**src/hw/rtl/ita_pkg.sv**
```systemverilog
`timescale 1ns / 1ps
`default_nettype none

package ita_pkg;

    localparam int VALUE_WIDTH_DEF = 32;

    // format codes of the cmd field
    localparam logic [1:0] CMD_UDEC = 2'd0;
    localparam logic [1:0] CMD_SDEC = 2'd1;
    localparam logic [1:0] CMD_OCT  = 2'd2;
    localparam logic [1:0] CMD_HEX  = 2'd3;

    localparam logic [7:0] CH_ZERO  = 8'h30;
    localparam logic [7:0] CH_MINUS = 8'h2D;
    localparam logic [7:0] CH_X     = 8'h78;
    localparam logic [7:0] CH_SPACE = 8'h20;
    // 'A' minus ten, so that digit ten lands on 'A'
    localparam logic [7:0] CH_ALPHA_BASE = 8'h37;

    typedef enum logic [2:0] {
        ST_IDLE,
        ST_PRE1,
        ST_PRE2,
        ST_CONV,
        ST_DIGITS,
        ST_SPACE
    } state_t;

    typedef enum logic [1:0] {
        DOP_HOLD,
        DOP_LOAD,
        DOP_DABBLE,
        DOP_SHIFT
    } digit_op_t;

    typedef struct packed {
        logic [7:0] code;
        logic       last;
    } char_t;

    function automatic logic [7:0] digit_char(input logic [3:0] d);
        logic [7:0] d8;
        d8 = {4'h0, d};
        if (d < 4'd10)
        begin
            return CH_ZERO + d8;
        end
        return CH_ALPHA_BASE + d8;
    endfunction

endpackage

`default_nettype wire

```
**src/hw/rtl/ita_digit_reg.sv**
```systemverilog
`timescale 1ns / 1ps
`default_nettype none

module ita_digit_reg #(
    parameter int NUM_DIGITS = (ita_pkg::VALUE_WIDTH_DEF + 2) / 3
) (
    input  wire logic                      clk,
    input  wire ita_pkg::digit_op_t        op,
    input  wire logic [NUM_DIGITS*4-1:0]   load_digits,
    input  wire logic                      bit_in,
    output logic [3:0]                     msd
);
    import ita_pkg::*;

    localparam int DW = NUM_DIGITS * 4;

    logic [DW-1:0] digits_reg;
    logic [DW-1:0] adj;

    // add three to every digit of five or more before the shift
    always_comb
    begin
        for (int i = 0; i < NUM_DIGITS; i++)
        begin
            if (digits_reg[4*i +: 4] >= 4'd5)
            begin
                adj[4*i +: 4] = digits_reg[4*i +: 4] + 4'd3;
            end
            else
            begin
                adj[4*i +: 4] = digits_reg[4*i +: 4];
            end
        end
    end

    always_ff @(posedge clk)
    begin
        case (op)
            DOP_LOAD:   digits_reg <= load_digits;
            DOP_DABBLE: digits_reg <= {adj[DW-2:0], bit_in};
            DOP_SHIFT:  digits_reg <= {digits_reg[DW-5:0], 4'h0};
            default:    digits_reg <= digits_reg;
        endcase
    end

    assign msd = digits_reg[DW-1 -: 4];

endmodule

`default_nettype wire

```
**src/hw/rtl/ita_out_reg.sv**
```systemverilog
`timescale 1ns / 1ps
`default_nettype none

module ita_out_reg (
    input  wire logic           clk,
    input  wire logic           rst_n,
    input  wire logic           push,
    input  wire ita_pkg::char_t push_data,
    output logic                ready,
    output logic                char_valid,
    input  wire logic           char_stall,
    output logic [7:0]          ascii_char,
    output logic                last
);
    import ita_pkg::*;

    logic  valid_reg;
    char_t data_reg;

    assign ready = !valid_reg || !char_stall;

    always_ff @(posedge clk or negedge rst_n)
    begin
        if (!rst_n)
        begin
            valid_reg <= 1'b0;
        end
        else if (ready)
        begin
            valid_reg <= push;
        end
    end

    always_ff @(posedge clk)
    begin
        if (ready && push)
        begin
            data_reg <= push_data;
        end
    end

    assign char_valid = valid_reg;
    assign ascii_char = data_reg.code;
    assign last       = data_reg.last;

endmodule

`default_nettype wire

```
**src/hw/rtl/integer_to_ascii_formatter.sv**
```systemverilog
`timescale 1ns / 1ps
`default_nettype none

// Formats one VALUE_WIDTH-bit operand per request as ASCII text, one character per
// output transfer, most significant digit first, ending with a space flagged by last.
// cmd selects unsigned decimal, signed decimal (leading '-'), octal (leading '0') or
// hex (leading "0x", upper case). A request is taken only while the block is idle;
// after the final space is handed to the output register the next request is taken
// even if that space is still waiting. Decimal runs a bit-serial double-dabble
// conversion over all VALUE_WIDTH bits; every format then walks ceil(VALUE_WIDTH/3)
// digit slots, leading zeros skipped. A request thus passes through its prefix
// characters, the decimal conversion, the digit slots and the final space.
module integer_to_ascii_formatter #(
    parameter int VALUE_WIDTH = ita_pkg::VALUE_WIDTH_DEF
) (
    input  wire logic                    clk,
    input  wire logic                    rst_n,
    input  wire logic                    req_valid,
    output logic                         req_stall,
    input  wire logic [1:0]              cmd,
    input  wire logic [VALUE_WIDTH-1:0]  value,
    output logic                         char_valid,
    input  wire logic                    char_stall,
    output logic [7:0]                   ascii_char,
    output logic                         last
);
    import ita_pkg::*;

    localparam int NUM_DIGITS = (VALUE_WIDTH + 2) / 3;
    localparam int DW         = NUM_DIGITS * 4;
    localparam int CNT_W      = $clog2(VALUE_WIDTH + 1);

    state_t                 state_reg, state_next;
    logic [CNT_W-1:0]       cnt_reg, cnt_next;
    logic [VALUE_WIDTH-1:0] mag_reg, mag_next;
    logic [1:0]             fmt_reg, fmt_next;
    logic                   started_reg, started_next;

    digit_op_t        dop;
    logic [DW-1:0]    load_digits;
    logic [DW-1:0]    vpad;
    logic [DW-1:0]    oct_digits;
    logic [3:0]       msd;
    logic             push;
    char_t            push_data;
    logic             push_ok;
    logic             is_dec;
    logic             is_neg;

    assign req_stall = (state_reg != ST_IDLE);
    assign is_dec    = (cmd == CMD_UDEC) || (cmd == CMD_SDEC);
    assign is_neg    = (cmd == CMD_SDEC) && value[VALUE_WIDTH-1];
    assign vpad      = DW'(value);

    // each 3-bit octal digit goes into a nibble slot of its own
    always_comb
    begin
        for (int i = 0; i < NUM_DIGITS; i++)
        begin
            oct_digits[4*i +: 4] = {1'b0, vpad[3*i +: 3]};
        end
    end

    always_comb
    begin
        case (cmd)
            CMD_OCT: load_digits = oct_digits;
            CMD_HEX: load_digits = vpad;
            default: load_digits = '0;
        endcase
    end

    always_ff @(posedge clk or negedge rst_n)
    begin
        if (!rst_n)
        begin
            state_reg   <= ST_IDLE;
            cnt_reg     <= '0;
            started_reg <= 1'b0;
        end
        else
        begin
            state_reg   <= state_next;
            cnt_reg     <= cnt_next;
            started_reg <= started_next;
        end
    end

    always_ff @(posedge clk)
    begin
        mag_reg <= mag_next;
        fmt_reg <= fmt_next;
    end

    always_comb
    begin
        state_next     = state_reg;
        cnt_next       = cnt_reg;
        mag_next       = mag_reg;
        fmt_next       = fmt_reg;
        started_next   = started_reg;
        dop            = DOP_HOLD;
        push           = 1'b0;
        push_data.code = CH_SPACE;
        push_data.last = 1'b0;

        case (state_reg)
            ST_IDLE:
            begin
                if (req_valid)
                begin
                    fmt_next     = cmd;
                    started_next = 1'b0;
                    dop          = DOP_LOAD;
                    if (is_neg)
                    begin
                        mag_next = {VALUE_WIDTH{1'b0}} - value;
                    end
                    else
                    begin
                        mag_next = value;
                    end
                    if (is_dec)
                    begin
                        cnt_next = CNT_W'(VALUE_WIDTH);
                    end
                    else
                    begin
                        cnt_next = CNT_W'(NUM_DIGITS);
                    end
                    if (is_neg || !is_dec)
                    begin
                        state_next = ST_PRE1;
                    end
                    else
                    begin
                        state_next = ST_CONV;
                    end
                end
            end

            ST_PRE1:
            begin
                push_data.code = (fmt_reg == CMD_SDEC) ? CH_MINUS : CH_ZERO;
                push           = 1'b1;
                if (push_ok)
                begin
                    if (fmt_reg == CMD_HEX)
                    begin
                        state_next = ST_PRE2;
                    end
                    else if (fmt_reg == CMD_OCT)
                    begin
                        state_next = ST_DIGITS;
                    end
                    else
                    begin
                        state_next = ST_CONV;
                    end
                end
            end

            ST_PRE2:
            begin
                push_data.code = CH_X;
                push           = 1'b1;
                if (push_ok)
                begin
                    state_next = ST_DIGITS;
                end
            end

            ST_CONV:
            begin
                dop      = DOP_DABBLE;
                mag_next = {mag_reg[VALUE_WIDTH-2:0], 1'b0};
                cnt_next = cnt_reg - 1'b1;
                if (cnt_reg == CNT_W'(1))
                begin
                    cnt_next   = CNT_W'(NUM_DIGITS);
                    state_next = ST_DIGITS;
                end
            end

            ST_DIGITS:
            begin
                push_data.code = digit_char(msd);
                // the final slot always prints, so zero still gives one digit
                if (started_reg || (msd != 4'h0) || (cnt_reg == CNT_W'(1)))
                begin
                    push = 1'b1;
                    if (push_ok)
                    begin
                        dop          = DOP_SHIFT;
                        started_next = 1'b1;
                        cnt_next     = cnt_reg - 1'b1;
                        if (cnt_reg == CNT_W'(1))
                        begin
                            state_next = ST_SPACE;
                        end
                    end
                end
                else
                begin
                    dop      = DOP_SHIFT;
                    cnt_next = cnt_reg - 1'b1;
                end
            end

            ST_SPACE:
            begin
                push_data.code = CH_SPACE;
                push_data.last = 1'b1;
                push           = 1'b1;
                if (push_ok)
                begin
                    state_next = ST_IDLE;
                end
            end

            default:
            begin
                state_next = ST_IDLE;
            end
        endcase
    end

    ita_digit_reg #(
        .NUM_DIGITS (NUM_DIGITS)
    ) u_digits (
        .clk         (clk),
        .op          (dop),
        .load_digits (load_digits),
        .bit_in      (mag_reg[VALUE_WIDTH-1]),
        .msd         (msd)
    );

    ita_out_reg u_out (
        .clk        (clk),
        .rst_n      (rst_n),
        .push       (push),
        .push_data  (push_data),
        .ready      (push_ok),
        .char_valid (char_valid),
        .char_stall (char_stall),
        .ascii_char (ascii_char),
        .last       (last)
    );

    a_last_is_space: assert property (@(posedge clk) disable iff (!rst_n)
        char_valid && last |-> ascii_char == CH_SPACE)
        else $error("last flag on a character other than space");

    a_digit_cnt_live: assert property (@(posedge clk) disable iff (!rst_n)
        (state_reg == ST_DIGITS) || (state_reg == ST_CONV) |-> cnt_reg != '0)
        else $error("slot counter empty while converting or emitting");

    a_final_slot: assert property (@(posedge clk) disable iff (!rst_n)
        (state_reg == ST_DIGITS) && (cnt_reg == CNT_W'(1)) && push_ok
        |=> state_reg == ST_SPACE)
        else $error("final digit slot not followed by the space");

    a_req_only_idle: assert property (@(posedge clk) disable iff (!rst_n)
        req_valid && !req_stall |=> state_reg != ST_IDLE)
        else $error("request accepted without starting a run");

endmodule

`default_nettype wire

```
**config.mk**
```make
export PLATFORM = sky130hd
export DESIGN_NAME = integer_to_ascii_formatter
export DESIGN_NICKNAME = d
export VERILOG_FILES = /design/src/hw/rtl/ita_pkg.sv /design/src/hw/rtl/ita_digit_reg.sv /design/src/hw/rtl/ita_out_reg.sv /design/src/hw/rtl/integer_to_ascii_formatter.sv
export SDC_FILE = /design/constraint.sdc
export NUM_CORES = 1
export LEC_CHECK = 0
export BUFFER_PORTS_ARGS = -buffer_cell sky130_fd_sc_hd__buf_2
export CORE_MARGIN = 2
export CORE_UTILIZATION = 35
export CTS_CLUSTER_SIZE = 24
export DETAILED_ROUTE_END_ITERATION = 12
export PLACE_DENSITY = 0.61
export SKIP_LAST_GASP = 1
export SLEW_MARGIN = 5
export SYNTH_ARGS = -nofsm -noshare
export SYNTH_HDL_FRONTEND = slang
export SYNTH_HIERARCHICAL = 1
export SYNTH_SLANG_ARGS = --single-unit
```
**constraint.sdc**
```tcl
create_clock -name clk -period 3.7 [get_ports clk]
set_input_delay 0.37 -clock clk [delete_from_list [all_inputs] [get_ports clk]]
set_output_delay 0.37 -clock clk [all_outputs]
set_load 0.05 [all_outputs]
```
==> impl_metrics.env <==
export IMPL_clk_latency_ns=0.35
export IMPL_synthXorXnorAreaFrac_pct=3.69
export IMPL_finalInstanceArea_um2=7910
export IMPL_gr_usage_all_layers_pct=15.8
export IMPL_area_growth_pct=11.0
export IMPL_combPwrFrac_pct=46.1
export IMPL_largest_reg_flops=44
export IMPL_required_ns=3.92
export IMPL_status="completed"
export IMPL_ys_async_sr_fraction_pct=11.2
export IMPL_worstMarginPinSlew_ns=0.976
export IMPL_synth_ff_type="edfxtp_1"
export IMPL_grt_max_degree=67
export IMPL_leakage_nw=3.03
export IMPL_timing_final_ws_setup_ns=0.652
export IMPL_rsz0062_at_grt="false"
export IMPL_core_um2=20100
export IMPL_place_area_um2=7610
export IMPL_slew_headroom_pct=34.7
export IMPL_ys_warn_count=6
export IMPL_hold_path_class="in -> reg"
export IMPL_nets=865
export IMPL_dp_cells=1058
export IMPL_synth_area_top_cells="edfxtp_1, a21oi_1, ha_1, mux2i_1, dfrtp_1"
export IMPL_synthDistinctLibCells=62
export IMPL_grt_pass1_wl_um=27700
export IMPL_ant_nets=0
export IMPL_cts_setup_buffers=0
export IMPL_synth_avg_cell_area_um2=9.23
export IMPL_drtPass1Iterations=5
export IMPL_cap_violations=0
export IMPL_via_per_inst=5.33
export IMPL_setup_viol=0
export IMPL_ctsResizeCount=0
export IMPL_floorplan_initialDensity_pct=35.4
export IMPL_wirelength_um=17000
export IMPL_fin_util_pct=39.3
export IMPL_clk_pin_slew_ns=0.07
export IMPL_pwr_share_seq_pct=39.1
export IMPL_synthSimpleGateAreaFrac_pct=20.5
export IMPL_p_int_mw=3.64
export IMPL_synthAdderAreaFrac_pct=4.74
export IMPL_hold_start="char_stall"
export IMPL_drc=0
export IMPL_grt_remaining_overflow=0
export IMPL_synthMuxAreaShare_pct=6.92
export IMPL_fin_cells=1076
export IMPL_tns_ns=0
export IMPL_final_period_utilization_pct=82.4
export IMPL_htreeDepth=3
export IMPL_total_power_mw=6.35
export IMPL_grt_pass1_vias=5411
export IMPL_vdd_ir_drop_max_mv=0.316
export IMPL_synth_seq_cells=98
export IMPL_startpoint_type="register"
export IMPL_synth_seq_area_share_pct=40.5
export IMPL_hold_ws_ns=0.263
export IMPL_routedWlPerCell_um=15.8
export IMPL_criticalPathCategory="reg -> reg"
export IMPL_clock_sinks=98
export IMPL_synth_compound_area_share_pct=18.1
export IMPL_synth_edf_count=87
export IMPL_power_switching_mw=2.71
export IMPL_timing_fmax_ghz=0.328
export IMPL_io_buffers=48
export IMPL_crit_start="u_digits/digits_reg[40]$_DFFE_PP_"
export IMPL_cp_end_kind="register"
export IMPL_dp_hpwl_um=12100
export IMPL_path_max_fanout=15
export IMPL_die_area_um2=21500
export IMPL_cts_buffers=9
export IMPL_cp_arrival_ns=3.26
export IMPL_drive_above_1_share_pct=13.7
export IMPL_syn_area_um2=7120
export IMPL_place_congestion=0.829
export IMPL_antenna_found_initial=2
export IMPL_num_io_pins=49
export IMPL_clockPowerShare_pct=14.7
export IMPL_synth_top_family_by_area="simple AND/OR/NAND/NOR gates"
export IMPL_drt_initial_drc_count=425
export IMPL_synth_top_area_cell="edfxtp_1"
export IMPL_swShare_pct=42.6
export IMPL_die_h_um=147
export IMPL_pre_cts_ws_ns=0.690
export IMPL_clock_path_buffers=2
export IMPL_layout_min_cycle_time_ns=3.05
export IMPL_cts_tree="yes"
export IMPL_synth_top_area_share_pct=36.7
export IMPL_synthCells=772
export IMPL_finalHoldViolations=0
export IMPL_dr_total_vias=5735
export IMPL_regToRegStartpoint="u_digits/digits_reg[40]$_DFFE_PP_"
export IMPL_fp_dieW_um=147
export IMPL_p_per_area_nw_per_um2=803
export IMPL_fin_skew_ns=0.0114
export IMPL_rows=52
export IMPL_cts_root_buf="clkbuf_16"
export IMPL_hold_buffers=1
export IMPL_drv_slew=0
## power by group through the flow
stage | clock network [mW] | logic, mW | registers, mW
2_1_floorplan | 0 | 2.18 | 2.49
3_3_place_gp | 0 | 2.89 | 2.49
3_5_place_dp | 0 | 2.94 | 2.50
4_1_cts | 0.959 | 2.95 | 2.48
5_1_grt | 0.996 | 3.31 | 2.56
6_report | 0.934 | 2.93 | 2.48
## layout by cell type, fill, tap and decap left out, drive strengths merged, types with 16 or more instances in the layout
master,netlist,routed
nor3,16,16
nor2,65,65
ha,27,27
inv,42,43
nor3b,20,20
nand2,43,43
a21oi,78,78
mux2,18,18
o21ai,42,42
edfxtp,87,87
nand3,22,22
xnor2,26,26
nor2b,25,25
buf,23,62
mux2i,29,29
## synth_stat cells (all sizes together) (8+ instances only)
library cell and number:
mux2i 29, nor3b 20, nand2b 15, nor2 65, a41oi 8, o21ai 42, a21oi 78, nand3 22
edfxtp 87, nor3 16, or3 15, clkbuf 27, and2 15, mux2 18, xnor2 26, nor2b 25
a31oi 10, o22a 9, buf 23, dfrtp 11, ha 27, and3 14, a22oi 12, inv 42
nand2 43
## area by class of cell
type / instances / area (µm²)
clock buffer: 9 / 225
multi-input combinational: 586 / 3870
clock inverter: 7 / 58.8
antenna: 1 / 2.50
inverter: 42 / 158
timing repair buffer: 63 / 368
fill: 2012 / 12200
sequential: 98 / 2890
tap: 270 / 338
## kinds of logic after synthesis
| kind of cell | count (synthesis) |
|---|---|
| compound gates | 207 |
| xor+xnor | 30 |
| fa+ha+maj | 27 |
| buf+inv | 92 |
| flops | 98 |
| mux | 47 |
| other cells | 1 |
| simple gates | 270 |
## routing by layer
metal / share of wire (%) / vias to the layer above / track usage [%]
met4: 1.1 / 2 / 2.67
met3: 4.8 / 16 / 4.22
met5: 0.077 / - / 0
met2: 48 / 130 / 26.4
li1: - / 2868 / -
met1: 46 / 2719 / 20.9
## worst max-delay path, stage by stage (launching register included)
cell and delay (ns):
edfxtp_1 0.48, inv_1 0.15, ha_1 0.15, nor4b_1 0.33
a21boi_0 0.23, buf_4 0.16, o21ai_0 0.11, nand2_1 0.18
buf_4 0.23, and2_1 0.60, a22oi_1 0.15, nand3_1 0.13
## path summary, 6_finish.rpt
kind	depth (start not counted)	endpoint	slack, ns
min	2	u_out/char_valid$_DFFE_PN0P_	0.26
max	11	u_digits/digits_reg[25]$_DFFE_PP_	0.65
min reg2reg	2	started_reg$_DFFE_PN0P_	0.51
max reg2reg	11	u_digits/digits_reg[25]$_DFFE_PP_	0.65
min in group asynchronous	2	cnt_reg[4]$_DFFE_PN0P_	0.42
max in group asynchronous	2	started_reg$_DFFE_PN0P_	3.06
No activity file was read; power rests on OpenSTA's default activity.
